### config.mk
export PLATFORM = sky130hd
export DESIGN_NAME = target_frame_receiver_flat
export DESIGN_NICKNAME = d
export VERILOG_FILES = /design/src/design/tfr_pkg.sv /design/src/design/tfr_channel_if.sv /design/src/design/target_frame_receiver.sv /design/src/flat_wrapper.sv
export SDC_FILE = /design/constraint.sdc
export NUM_CORES = 1
export LEC_CHECK = 0
export BUFFER_PORTS_ARGS = -buffer_cell sky130_fd_sc_hd__buf_2
export CAP_MARGIN = 20
export CORE_MARGIN = 1
export CORE_UTILIZATION = 50
export CTS_CLUSTER_SIZE = 30
export DETAILED_ROUTE_END_ITERATION = 10
export PLACE_DENSITY = 0.77
export SLEW_MARGIN = 20
export SYNTH_ARGS = -nofsm -noshare
export SYNTH_HDL_FRONTEND = slang
export SYNTH_SLANG_ARGS = --single-unit
export TNS_END_PERCENT = 50
### constraint.sdc
create_clock -name clock -period 8 [get_ports clock]
set_input_delay 0.4 -clock clock [delete_from_list [all_inputs] [get_ports clock]]
set_output_delay 0.4 -clock clock [all_outputs]
set_load 0.05 [all_outputs]
### src/design/tfr_pkg.sv
package tfr_pkg;

   // Field types shared by the channel interfaces and the receiver
   typedef logic [7:0]  rx_byte_type;
   typedef logic [15:0] coord_type;
   typedef logic [31:0] ms_type;
   typedef logic [31:0] count_type;

   // Frame layout
   localparam rx_byte_type HDR_FIRST  = 8'h2C;
   localparam rx_byte_type HDR_SECOND = 8'h12;
   localparam rx_byte_type TAIL_BYTE  = 8'h5B;
   localparam int          FRAME_LEN  = 7;

   // Position of the tail byte and of the first payload byte in the frame
   localparam logic [2:0] TAIL_POS     = 3'(FRAME_LEN - 1);
   localparam logic [2:0] PAYLOAD_POS  = 3'd2;

   // Reset value of the center register
   localparam coord_type CENTER_RESET = 16'd320;

endpackage

### src/design/tfr_channel_if.sv
interface tfr_req_if
   import tfr_pkg::*;
();
   logic        valid;
   logic        ready;
   rx_byte_type rx_byte;
   ms_type      now_ms;

   modport source (output valid, output rx_byte, output now_ms, input ready);
   modport sink   (input valid, input rx_byte, input now_ms, output ready);
endinterface

interface tfr_rsp_if
   import tfr_pkg::*;
();
   logic               valid;
   logic               ready;
   coord_type          x_coord;
   coord_type          y_coord;
   logic signed [15:0] x_offset;
   ms_type             rx_time_ms;
   count_type          frame_number;

   modport source (output valid, output x_coord, output y_coord, output x_offset,
                   output rx_time_ms, output frame_number, input ready);
   modport sink   (input valid, input x_coord, input y_coord, input x_offset,
                   input rx_time_ms, input frame_number, output ready);
endinterface

### src/design/target_frame_receiver.sv
// Channel   Direction  Role
// req_bus   in         received byte and its millisecond time
// rsp_bus   out        X, Y, X offset, tail time and frame number of a good frame
// csr_*     in         write of the X center register
//
// One byte per cycle while the result is not stalled: a byte passes an input
// register, the frame parser and offset subtract, then the result register.
// Synchronous reset clears the parser, the frame counter and both valid
// flags and loads the center with 320. A stalled result holds the parser;
// one more byte waits in the input register.
module target_frame_receiver
   import tfr_pkg::*;
(
   input  logic            clock,
   input  logic            reset,
   tfr_req_if.sink         req_bus,
   tfr_rsp_if.source       rsp_bus,
   input  logic            csr_wr_en,
   input  coord_type       csr_wr_data
);

   localparam logic [1:0] PHASE_HUNT    = 2'd0;
   localparam logic [1:0] PHASE_HEADER  = 2'd1;
   localparam logic [1:0] PHASE_COLLECT = 2'd2;

   coord_type          center_ff;

   logic               in_valid_ff;
   rx_byte_type        in_byte_ff;
   ms_type             in_time_ff;

   logic [1:0]         phase_ff, phase_in;
   logic [2:0]         index_ff, index_in;
   rx_byte_type        payload_ff [4];
   count_type          count_ff, count_in;

   logic               rsp_valid_ff, rsp_valid_in;
   coord_type          x_coord_ff, y_coord_ff;
   logic signed [15:0] x_offset_ff;
   ms_type             rx_time_ff;
   count_type          frame_number_ff;

   logic               advance;
   logic               process;
   logic               emit;
   logic               store_en;
   logic [1:0]         store_sel;
   coord_type          x_value;
   coord_type          y_value;
   coord_type          offset_value;

   // Parser moves when the result register is free or being drained
   assign advance       = !rsp_valid_ff || rsp_bus.ready;
   assign process       = in_valid_ff && advance;
   assign req_bus.ready = !in_valid_ff || advance;

   // Center register
   always_ff @(posedge clock) begin
      if (reset) begin
         center_ff <= CENTER_RESET;
      end else if (csr_wr_en) begin
         center_ff <= csr_wr_data;
      end
   end

   // Input register
   always_ff @(posedge clock) begin
      if (reset) begin
         in_valid_ff <= 1'b0;
      end else if (req_bus.ready) begin
         in_valid_ff <= req_bus.valid;
      end
   end

   always_ff @(posedge clock) begin
      if (req_bus.valid && req_bus.ready) begin
         in_byte_ff <= req_bus.rx_byte;
         in_time_ff <= req_bus.now_ms;
      end
   end

   // Assemble the coordinates and the centered X
   assign x_value      = {payload_ff[0], payload_ff[1]};
   assign y_value      = {payload_ff[2], payload_ff[3]};
   assign offset_value = (x_value != '0) ? coord_type'(x_value - center_ff) : '0;

   // Frame parser
   always_comb begin
      phase_in  = phase_ff;
      index_in  = index_ff;
      count_in  = count_ff;
      emit      = 1'b0;
      store_en  = 1'b0;
      store_sel = 2'(index_ff - PAYLOAD_POS);
      if (process) begin
         unique case (phase_ff)
            PHASE_HUNT: begin
               if (in_byte_ff == HDR_FIRST) begin
                  phase_in = PHASE_HEADER;
                  index_in = 3'd1;
               end
            end
            PHASE_HEADER: begin
               priority if (in_byte_ff == HDR_SECOND) begin
                  phase_in = PHASE_COLLECT;
                  index_in = PAYLOAD_POS;
               end else if (in_byte_ff == HDR_FIRST) begin
                  phase_in = PHASE_HEADER;
                  index_in = 3'd1;
               end else begin
                  phase_in = PHASE_HUNT;
                  index_in = 3'd0;
               end
            end
            default: begin
               // collecting; the unused phase code behaves the same
               if (index_ff < TAIL_POS) begin
                  store_en = (index_ff >= PAYLOAD_POS);
                  index_in = index_ff + 3'd1;
               end else begin
                  if (in_byte_ff == TAIL_BYTE) begin
                     emit     = 1'b1;
                     count_in = count_ff + 32'd1;
                  end
                  if (in_byte_ff == HDR_FIRST) begin
                     phase_in = PHASE_HEADER;
                     index_in = 3'd1;
                  end else begin
                     phase_in = PHASE_HUNT;
                     index_in = 3'd0;
                  end
               end
            end
         endcase
      end
   end

   always_ff @(posedge clock) begin
      if (reset) begin
         phase_ff <= PHASE_HUNT;
         index_ff <= 3'd0;
         count_ff <= '0;
      end else begin
         phase_ff <= phase_in;
         index_ff <= index_in;
         count_ff <= count_in;
      end
   end

   // Payload bytes
   always_ff @(posedge clock) begin
      if (store_en) begin
         payload_ff[store_sel] <= in_byte_ff;
      end
   end

   // Result register: load on a good tail, drop once taken
   assign rsp_valid_in = advance ? emit : rsp_valid_ff;

   always_ff @(posedge clock) begin
      if (reset) begin
         rsp_valid_ff <= 1'b0;
      end else begin
         rsp_valid_ff <= rsp_valid_in;
      end
   end

   always_ff @(posedge clock) begin
      if (emit) begin
         x_coord_ff      <= x_value;
         y_coord_ff      <= y_value;
         x_offset_ff     <= signed'(offset_value);
         rx_time_ff      <= in_time_ff;
         frame_number_ff <= count_in;
      end
   end

   assign rsp_bus.valid        = rsp_valid_ff;
   assign rsp_bus.x_coord      = x_coord_ff;
   assign rsp_bus.y_coord      = y_coord_ff;
   assign rsp_bus.x_offset     = x_offset_ff;
   assign rsp_bus.rx_time_ms   = rx_time_ff;
   assign rsp_bus.frame_number = frame_number_ff;

endmodule

### src/flat_wrapper.sv
// flat-port wrapper written by rule: the top's interface ports become plain ports
module target_frame_receiver_flat import tfr_pkg::*;
  (clock, reset, csr_wr_en, csr_wr_data, req_bus_valid, req_bus_rx_byte, req_bus_now_ms, req_bus_ready, rsp_bus_valid, rsp_bus_x_coord, rsp_bus_y_coord, rsp_bus_x_offset, rsp_bus_rx_time_ms, rsp_bus_frame_number, rsp_bus_ready);
  tfr_req_if req_bus_i ();
  tfr_rsp_if rsp_bus_i ();
  input  logic clock;
  input  logic reset;
  input  logic csr_wr_en;
  input  coord_type csr_wr_data;
  input wire logic [$bits(req_bus_i.valid)-1:0] req_bus_valid;
  input wire logic [$bits(req_bus_i.rx_byte)-1:0] req_bus_rx_byte;
  input wire logic [$bits(req_bus_i.now_ms)-1:0] req_bus_now_ms;
  output wire logic [$bits(req_bus_i.ready)-1:0] req_bus_ready;
  output wire logic [$bits(rsp_bus_i.valid)-1:0] rsp_bus_valid;
  output wire logic [$bits(rsp_bus_i.x_coord)-1:0] rsp_bus_x_coord;
  output wire logic [$bits(rsp_bus_i.y_coord)-1:0] rsp_bus_y_coord;
  output wire logic [$bits(rsp_bus_i.x_offset)-1:0] rsp_bus_x_offset;
  output wire logic [$bits(rsp_bus_i.rx_time_ms)-1:0] rsp_bus_rx_time_ms;
  output wire logic [$bits(rsp_bus_i.frame_number)-1:0] rsp_bus_frame_number;
  input wire logic [$bits(rsp_bus_i.ready)-1:0] rsp_bus_ready;
  assign req_bus_i.valid = req_bus_valid;
  assign req_bus_i.rx_byte = req_bus_rx_byte;
  assign req_bus_i.now_ms = req_bus_now_ms;
  assign req_bus_ready = req_bus_i.ready;
  assign rsp_bus_valid = rsp_bus_i.valid;
  assign rsp_bus_x_coord = rsp_bus_i.x_coord;
  assign rsp_bus_y_coord = rsp_bus_i.y_coord;
  assign rsp_bus_x_offset = rsp_bus_i.x_offset;
  assign rsp_bus_rx_time_ms = rsp_bus_i.rx_time_ms;
  assign rsp_bus_frame_number = rsp_bus_i.frame_number;
  assign rsp_bus_i.ready = rsp_bus_ready;
  target_frame_receiver u_core (.clock(clock), .reset(reset), .req_bus(req_bus_i), .rsp_bus(rsp_bus_i), .csr_wr_en(csr_wr_en), .csr_wr_data(csr_wr_data));
endmodule
==> results of run 1 <==
[kinds of logic after synthesis]
kind of cell	after synthesis	synth area share
and+or+nand+nor	215	0.1244
DFF	239	0.7130
muxes	30	0.03406
AOI/OAI and AO/OA	65	0.04564
adders and majority gates	22	0.03043
buffers and inverters	48	0.02046
xor gates and xnor gates	34	0.03204
[metal layers]
metal	share of wire	routed length (um)	GRT usage
met4	0.027	497	0.07156
met1	0.43	7748	0.2402
met2	0.49	8983	0.3273
met5	0	0	0
met3	0.053	955	0.03360
[where the power goes]
| group | leakage, uW | switching [uW] | internal, uW | total [uW] |
|---|---|---|---|---|
| Clock | 0.000364 | 449 | 595 | 1040 |
| Combinational | 0.00180 | 44.2 | 34.7 | 79.0 |
| Sequential | 0.00210 | 9.12 | 1350 | 1360 |
| Total | 0.00426 | 502 | 1980 | 2480 |
[layout by cell type (no fill, tap or decap), types with 4 or more instances in the layout]
cell / Yosys / layout
and3_1: 9 / 9
o21ai_0: 12 / 12
nand3_1: 25 / 25
nor4_1: 11 / 11
nor2_1: 48 / 47
and4_1: 4 / 4
o211ai_1: 5 / 5
nor3b_1: 4 / 4
clkbuf_16: 0 / 24
clkinv_2: 0 / 6
ha_1: 21 / 21
nand2_1: 30 / 30
buf_2: 2 / 174
xor2_1: 13 / 13
and2_1: 22 / 21
edfxtp_1: 184 / 184
or4_1: 4 / 4
inv_1: 33 / 33
nand4_1: 8 / 8
mux2_2: 12 / 12
nor3_1: 16 / 16
mux2i_1: 17 / 17
dfxtp_1: 55 / 55
xnor2_1: 21 / 21
or3_1: 7 / 7
clkinv_1: 0 / 4
nor2b_1: 13 / 13
clkbuf_1: 9 / 5
a21oi_1: 23 / 23
[final cells by class]
cell class	instances	area share
Sequential cell	239	0.5941
Multi-Input combinational cell	366	0.2229
Timing Repair Buffer	177	0.08009
Clock buffer	30	0.05676
Tap cell	229	0.02569
Inverter	33	0.01110
Clock inverter	14	0.009422
[worst paths after layout]
kind                            slack, ns  cells after the start                  start                       endpoint
worst max-delay path                 4.78                      6   u_core.in_byte_ff[5]             u_core.count_ff[1]
worst min-delay path                 0.05                      1     req_bus_now_ms[20]          u_core.in_time_ff[20]
worst max register to register       4.78                      6   u_core.in_byte_ff[5]             u_core.count_ff[1]
worst min register to register       0.42                      0  u_core.in_time_ff[19]  u_core.rsp_bus.rx_time_ms[19]
[worst register-to-register path, cell delays in order (launching register included)]
cell and delay, ns:
edfxtp_1 0.49, nor4bb_1 0.50, nand4_1 0.66, nor2_4 0.27
buf_4 0.60, mux2_2 0.45, and2_1 0.15
[registers in the layout (all words and copies together) (netlist names)]
| register | count |
|---|---|
| u_core.phase_ff | 2 |
| u_core.count_ff | 32 |
| u_core.rsp_bus.frame_number | 32 |
| u_core.index_ff | 3 |
| u_core.rsp_bus.x_coord | 16 |
| u_core.rsp_bus.rx_time_ms | 32 |
| u_core.in_valid_ff | 1 |
| u_core.center_ff | 16 |
| u_core.in_byte_ff | 8 |
| u_core.payload_ff | 32 |
| u_core.rsp_bus.x_offset | 16 |
| u_core.rsp_bus.valid | 1 |
| rsp_bus_y_coord | 16 |
| u_core.in_time_ff | 32 |
[metrics by stage]
stage	cells	utilization
2_1_floorplan	653	-
3_3_place_gp	1044	0.5759
3_5_place_dp	1044	0.5759
4_1_cts	1088	0.6167
5_1_grt	1088	0.6167
6_report	1088	0.6167
==> metrics.txt, run 1 <==
first-pass GRT wire length=28640 um; Post-CTS Setup Bufs=0; PostCTS Resize Cnt=0; CP bufs+invs=1; clk_lat worst skew=0.52 ns; CP Capture Type=flip-flop; CP max stage delay=approximately 0.66 ns; Yosys cell types=slightly below 60; antenna violations before repair=0; DRT Pass-1 Iters=8; Post-Syn Instances=between 600 and 700; Port-buffer cells=~170; Tot GR Track Use=0.1900; Main synth FF type=edfxtp_1; number of synthesized register bits=between 200 and 250; CP Class=reg2reg; top-count cell post-synth=edfxtp_1; die area=roughly 0.019 mm^2; hold_ws=0.05374 ns; CTS Buffer Depth=3; layout cell share with drive strength beyond 1=0.2712; routed len/inst=approximately 17 um; Power Density=approximately 220 mW/mm^2; synth top area cells=edfxtp_1 59%, dfxtp_1 12%, ha_1 2.8%, xnor2_1 2.0%, nor2_1 1.9%; Mapped Nets=~740; H-tree levels=1; Leak Pwr=between 0.004 and 0.005 uW; Inserted Clock Buffers=24; clock sink count=~240; FF+latch area=0.006626 mm^2; CP required=roughly 8.4 ns; DRC violations left=20; Hold Buf Count CTS=0; setup violators final=0; worst path cell trace=nor4bb_1, nand4_1, nor2_4, buf_4, mux2_2, and2_1; CP Max Fanout=59; failing checks=design-rule violations; largest net degree at the start of global routing=60; total gr overflow=0; DR iter-0 viols=339; die height=~140 um; Post-synth top cells=184 x edfxtp_1, 55 x dfxtp_1, 48 x nor2_1; Synth Area per Inst=~14 um^2; Final Skew=between 0.015 and 0.02 ns; I/O Pins=about 180; FFs w/ async S/R, synth=0; fillers=between 1000 and 1500; Vias per Instance=5.297; Final min period=3.220 ns; clock root buffer=clkbuf_16; startpoint class of the critical path=flip-flop; Period Utilization, post-route=0.4025; final setup TNS=0 ns; CP max stage cell=nand4_1; max-cap violations=0; area leader, netlist=edfxtp_1; sequential-to-total area share from yosys stat=0.7130; Placed Area=0.01042 mm^2; CTS tree=yes; Worst-path clk slew=roughly 0.06 ns; Post-Syn Area=0.009294 mm^2; Slew headroom=0.3820; outcome=finished, violations left; Design Power=between 2000 and 2500 uW; Antenna Nets Post-Route=0; FP Rows=between 40 and 50; RD Place Congestion=~0.92; Final Hold Viols=0; via count=approximately 5800; post-synth top area share=0.5945; CP top delay family=simple AND/OR/NAND/NOR gates; n_diodes=0; nets@finish=between 900 and 1000; RSZ-0062 raised after global routing=false; Area growth syn-to-layout=20.02%; VDD IR max=159.4 uV; worst hold path class=in2reg; Max Freq=around 310 MHz; worst slew pin tran=0.9269 ns; Final WS setup=4.780 ns; Core ar.=~0.018 mm^2; Post-synth EDFFs=184; Die W=138.3 um; Slew Limit Fails=0; Final HPWL DP=~13000 um; Worst EP arrival=around 3.6 ns; vias in the first global route=5546; Starting Density=0.5139; final wirelength=around 18000 um; Ys Warns=0; design area=between 0.01 and 0.015 mm^2; Multi-input gate area=between 0.002 and 0.0025 mm^2; DP Worst Slack=4.740 ns
(Power assumes the default switching activity.)
==> inputs of run 2 (changes only) <==
==> constraint.sdc (replaced) <==
create_clock -name clock -period 3.1 [get_ports clock]
set_input_delay 0.155 -clock clock [delete_from_list [all_inputs] [get_ports clock]]
set_output_delay 0.155 -clock clock [all_outputs]
set_load 0.05 [all_outputs]
==> metrics.txt, run 2 (synthesis gave the netlist of run 1 again) <==
Inserted Clock Buffers=24 (unchanged); R2R setup slack=0.45 ns (-4.33 ns); die height=138.3 um (unchanged); Die W=138.3 um (unchanged); Post-CTS Setup Bufs=0 (unchanged); FP Rows=49 (unchanged); PostCTS Resize Cnt=0 (unchanged); Port-buffer cells=174 (unchanged); max-cap violations=0 (unchanged); CP max stage delay=0.66 ns (about the same); worst hold path class=in2reg; Hold Buf Count CTS=59 (+59); setup violators final=0 (unchanged); worst path cell trace=nor4bb_2, nand4_1, or4_1, nor4_2, mux2_2; P_int=5509 uW (+180%); CP top delay family=simple AND/OR/NAND/NOR gates; CP Capture Type=flip-flop; first-pass GRT wire length=30570 um (+6.7%); most frequent cells in the layout=184 x edfxtp_1, 174 x buf_2, 59 x dlygate4sd3_1; hold_sp=reset; Slew Limit Fails=0 (unchanged); Final WS setup=0.4487 ns (-4.331 ns); largest net degree at the start of global routing=62 (+3.3%); NetSw=1352 uW (+170%); Flop pwr share=0.511 (-0.036); RSZ-0062 raised after global routing=false; total gr overflow=0 (unchanged); CP max stage cell=or4_1; most common cell after layout, fill and taps aside=edfxtp_1; Final HPWL DP=12400 um (-1.1%); Placed Area=0.01047 mm^2 (+0.55%); H-tree levels=1 (unchanged); Starting Density=0.5139 (unchanged); CP Class=reg2reg; Vias per Instance=5.141 (-2.9%); vias in the first global route=5880 (+6.0%); layout cell share with drive strength beyond 1=0.2654 (-0.005807); Antenna Nets Post-Route=0 (unchanged); outcome=finished, violations left; routed len/inst=16.57 um (-0.83%); antenna violations before repair=0 (unchanged); critical path startpoint=u_core.in_byte_ff[2]; design area=0.01193 mm^2 (+7.0%); Final Skew=0.01308 ns (-0.006309 ns); CTS tree=yes; Worst-path clk slew=0.06 ns (about the same); Power Density=575.0 mW/mm^2 (+160%); die area=0.01914 mm^2 (unchanged); worst slew pin tran=0.9435 ns (+0.01658 ns); Leak Pwr=0.004601 uW (+8.0%); DP Worst Slack=0.4444 ns (-4.296 ns); n_diodes=0 (unchanged); Max Freq=377.2 MHz (+21%); clock root buffer=clkbuf_16; Multi-input gate area=0.002492 mm^2 (+0.25%); Period Utilization, post-route=0.8553 (+0.4528); nets@finish=988 (+6.9%); Clk network pwr share=0.450 (+0.029); final wirelength=19090 um (+5.0%); VDD IR max=353.4 uV (+120%); RD Place Congestion=0.8611 (-6.3%); Worst EP arrival=3.05 ns (-0.58 ns); Core ar.=0.01809 mm^2 (unchanged); Slew headroom=0.3710 (-0.01105); DRT Pass-1 Iters=9 (+1); Tot GR Track Use=0.2028 (+0.01286); Final min period=2.651 ns (-0.5686 ns); CTS Buffer Depth=3 (unchanged); Area growth syn-to-layout=28.39%; fillers=1311 (-6.3%); final setup TNS=0 ns (unchanged); part of the power in combinational logic=0.039 (+0.007); CP Max Fanout=6 (-90%); startpoint class of the critical path=flip-flop; CP bufs+invs=0 (-1); clock sink count=239 (unchanged); via count=5922 (+2.8%); I/O Pins=175 (unchanged); switching share of power=0.1971 (-0.005269); FF+latch area=0.006628 mm^2 (about the same); DR iter-0 viols=387 (+14%); clk_lat worst skew=0.52 ns (about the same); Worst R2R Start=u_core.in_byte_ff[2]; DRC violations left=30 (+50%); failing checks=design-rule violations; CP required=3.50 ns (-4.91 ns); Final Hold Viols=0 (unchanged)
==> run 2: area by class of cell <==
class,count,share of cell area
Clock inverter,12,0.01573
Sequential cell,239,0.5554
Multi-Input combinational cell,366,0.2089
Timing Repair Buffer,241,0.1286
Inverter,33,0.01038
Clock buffer,32,0.05704
Tap cell,229,0.02401
==> run 2: power by group through the flow <==
stage / combinational, uW / sequential, uW / clock [uW]
floorplan: 133 / 3560 / 0
global placement: 199 / 3570 / 0
detailed placement: 204 / 3570 / 0
CTS: 264 / 3500 / 3140
global route: 295 / 3510 / 3280
finish: 267 / 3510 / 3090
==> run 2: final timing paths <==
path              cells past startpoint              endpoint
hold reg to reg                       0    rsp_bus_y_coord[7]
hold / removal                        2  u_core.center_ff[11]
setup / recovery                      5   u_core.count_ff[31]
setup reg to reg                      5   u_core.count_ff[31]
==> run 2: metrics by stage <==
step	std cells	power [uW]	hold WS, ns	utilization
2_1_floorplan	653	3697	0.2539	-
3_3_place_gp	1049	3768	0.3317	0.5791
3_5_place_dp	1049	3777	0.3331	0.5791
4_1_cts	1152	6912	0.07944	0.6598
5_1_grt	1152	7084	0.1067	0.6598
6_report	1152	6861	0.09767	0.6598
==> run 2: routing by layer <==
layer | up-vias | part of all wire | global-route usage | wire (um)
li1 | 2911 | - | - | -
met1 | 2849 | 0.43 | 0.2556 | 8304
met2 | 137 | 0.51 | 0.3620 | 9734
met3 | 25 | 0.035 | 0.02771 | 666
met4 | 0 | 0.020 | 0.06505 | 388
met5 | - | 0 | 0 | 0
==> inputs of run 3 (changes only) <==
--- a/config.mk
+++ b/config.mk
@@ -5,12 +5,14 @@
 export SDC_FILE = /design/constraint.sdc
 export NUM_CORES = 1
 export LEC_CHECK = 0
+export ABC_AREA = 1
 export BUFFER_PORTS_ARGS = -buffer_cell sky130_fd_sc_hd__buf_2
 export CAP_MARGIN = 20
 export CORE_MARGIN = 1
 export CORE_UTILIZATION = 50
 export CTS_CLUSTER_SIZE = 30
 export DETAILED_ROUTE_END_ITERATION = 10
+export GPL_TIMING_DRIVEN = 0
 export PLACE_DENSITY = 0.77
 export SLEW_MARGIN = 20
 export SYNTH_ARGS = -nofsm -noshare
==> metrics.txt, run 3 <==
DRT Pass-1 Iters=4 (-5); final wirelength=20760 um (+8.7%); routed len/inst=15.55 um (-6.2%); Post-synth EDFFs=184 (unchanged); CP max stage cell=bufinv_8; Port-buffer cells=174 (unchanged); CP Class=reg2reg; Worst EP arrival=3.06 ns (about the same); number of synthesized register bits=239 (unchanged); FFs w/ async S/R, synth=0 (unchanged); most used cell, CP=nand2_2; fin cells=1335 (+16%); I/O Pins=175 (unchanged); Slew Limit Fails=0 (unchanged); die height=140.1 um (+1.2%); clk_lat worst skew=0.51 ns (about the same); Inserted Clock Buffers=24 (unchanged); switching share of power=0.2016 (+0.004512); layout cell share with drive strength beyond 1=0.2318 (-0.03362); Final Hold Viols=0 (unchanged); Core ar.=0.01871 mm^2 (+3.4%); Post-CTS Setup Bufs=0 (unchanged); Final Skew=0.01079 ns (-0.002290 ns); max-cap violations=0 (unchanged); CP max stage delay=0.77 ns (+0.11 ns); H-tree levels=1 (unchanged); worst hold path class=in2reg; post-synth top area share=0.5798 (-0.01475); CP Capture Type=flip-flop; worst path cell trace=nor2_1, nand2_2, nor2_8, nand2_4, bufinv_8, nand2_2, nor3_1, or2_1, inv_1; clock root buffer=clkbuf_16; DR iter-0 viols=306 (-21%); RD Place Congestion=0.8714 (+1.2%); Tot GR Track Use=0.2129 (+0.01001); Clk network pwr share=0.421 (-0.029); placed cell count=1227 (+17%); most common cell after layout, fill and taps aside=edfxtp_1; part of the power in combinational logic=0.044 (+0.005); met3 wire len=768 um (+15%); Starting Density=0.5095 (-0.004372); Final min period=2.792 ns (+0.1403 ns); via count=6615 (+12%); Power Density=545.6 mW/mm^2 (-5.1%); Yosys cell types=37 (-37%); P_int=5284 uW (-4.1%); Antenna Nets Post-Route=0 (unchanged); Area growth syn-to-layout=27.29%; VDD IR max=369.4 uV (+4.5%); CTS Buffer Depth=3 (unchanged); nets@finish=1165 (+18%); NetSw=1334 uW (-1.3%); Flop pwr share=0.534 (+0.023); die area=0.01962 mm^2 (+2.5%); vias in the first global route=6407 (+9.0%); top routing layer in use=met4; setup violators final=0 (unchanged); synth top area cells=edfxtp_1 58%, dfxtp_1 12%, nand2_1 5.5%, inv_1 3.9%, nor2_1 3.1%; Period Utilization, post-route=0.9005 (+0.04525); Post-Syn Instances=818 (+25%); clock sink count=239 (unchanged); Mapped Nets=901 (+22%); total gr overflow=0 (unchanged); wire length on met2=10650 um (+9.4%); Final HPWL DP=13670 um (+10%); CTS tree=yes; Synth Area per Inst=11.65 um^2 (-18%); top-count cell post-synth=edfxtp_1; Vias per Instance=4.955 (-3.6%); Max Freq=358.2 MHz (-5.0%); final setup TNS=0 ns (unchanged); RSZ-0062 raised after global routing=false; antenna violations before repair=1 (+1); largest net degree at the start of global routing=117 (+89%); Post-synth top cells=184 x edfxtp_1, 139 x nand2_1, 98 x inv_1; most frequent cells in the layout=184 x edfxtp_1, 174 x buf_2, 139 x nand2_1; FP Rows=50 (+2.0%); sequential-to-total area share from yosys stat=0.6953 (-0.01769); CP Max Fanout=116 (+110); CP required=3.37 ns (-0.13 ns); area leader, netlist=edfxtp_1; Die W=140.1 um (+1.2%); first-pass GRT wire length=32600 um (+6.6%); Main synth FF type=edfxtp_1; Design Power=6618 uW (-3.5%); Ys Warns=0 (unchanged); Leak Pwr=0.004873 uW (+5.9%); Post-Syn Area=0.009530 mm^2 (+2.5%); Slew headroom=0.4101 (+0.03916); Worst-path clk slew=0.06 ns (about the same); M1 WL=8533 um (+2.8%); worst slew pin tran=0.8848 ns (-0.05874 ns); outcome=finished clean; startpoint class of the critical path=flip-flop; DRC violations left=0 (-100%)
[run 3: cell types whose count changed after synthesis, moves of 20 or more]
| cell | change |
|---|---|
| a21oi_1 | +36 |
| nand2_1 | +109 |
| inv_1 | +65 |
| and2_1 | -21 |
| nor2_1 | +31 |
| xnor2_1 | -20 |
[run 3: metal layers]
metal | vias to the layer above | global-route usage
li1 | 3318 | -
met5 | - | 0
met3 | 53 | 0.03248
met2 | 167 | 0.3797
met4 | 0 | 0.09601
met1 | 3077 | 0.2544
[run 3: metrics by stage]
step / cell area, um^2 / hold slack (ns) / util / setup WS (ns)
final: 12130 / 0.04151 / 0.6486 / 0.3084
after floorplan: 9530 / 0.2539 / - / 0.6095
after detailed placement: 10720 / 0.3337 / 0.5733 / 0.2867
after CTS: 12120 / 0.01805 / 0.6480 / 0.2707
after global routing: 12130 / 0.05411 / 0.6486 / 0.01489
after global placement: 10690 / 0.3319 / 0.5717 / 0.05453
[run 3: cells by family (layout without fill, tap and decap cells)]
| family | count (synthesis) | after routing | share of synthesized area |
|---|---|---|---|
| buffers and inverters | 111 | 393 | 0.04398 |
| and+or+nand+nor | 332 | 332 | 0.1625 |
| adders and majority gates | 22 | 22 | 0.02967 |
| xor gates and xnor gates | 10 | 10 | 0.009191 |
| AOI/OAI and AO/OA | 104 | 104 | 0.05934 |
| DFF | 239 | 239 | 0.6953 |
| other | 0 | 1 | 0 |
[run 3: final cells by class]
cell class,count,area (um^2)
antenna,1,2.502
buffer,8,30.03
clock buffer,32,650.6
clock inverter,12,115.1
fill,1388,6574
inverter,103,400.4
multi-input combinational,468,2485
sequential,239,6626
tap,234,292.8
timing repair buffer,238,1529
[run 3: timing repair]
item,in CTS,in global routing
hold buffers,63,0
hold endpoints to repair,57,0
endpoints found under the setup margin,0,1
resized for setup,0,1
[run 3: power groups by stage]
| stage | logic (uW) | registers, uW | clock network, uW |
|---|---|---|---|
| after floorplan | 137 | 3590 | 0 |
| after global placement | 213 | 3600 | 0 |
| after detailed placement | 221 | 3600 | 0 |
| after CTS | 288 | 3530 | 2830 |
| after global routing | 324 | 3540 | 2970 |
| final | 293 | 3540 | 2790 |
[run 3: path summary, 6_finish.rpt]
check / startpoint / to / slack [ns] / depth (start not counted)
worst max register to register: u_core.in_byte_ff[2] / u_core.rsp_bus.frame_number[9] / 0.31 / 9
worst min register to register: u_core.in_time_ff[5] / u_core.rsp_bus.rx_time_ms[5] / 0.41 / 0
worst max-delay path: u_core.in_byte_ff[2] / u_core.rsp_bus.frame_number[9] / 0.31 / 9
worst min-delay path: csr_wr_data[14] / u_core.center_ff[14] / 0.04 / 3
[run 3: worst max-delay path: cells and delay by family (launching register included)]
kind / cells / cell delay, ns
buffers and inverters: 2 / 0.83
DFF: 1 / 0.52
and+or+nand+nor: 7 / 1.18
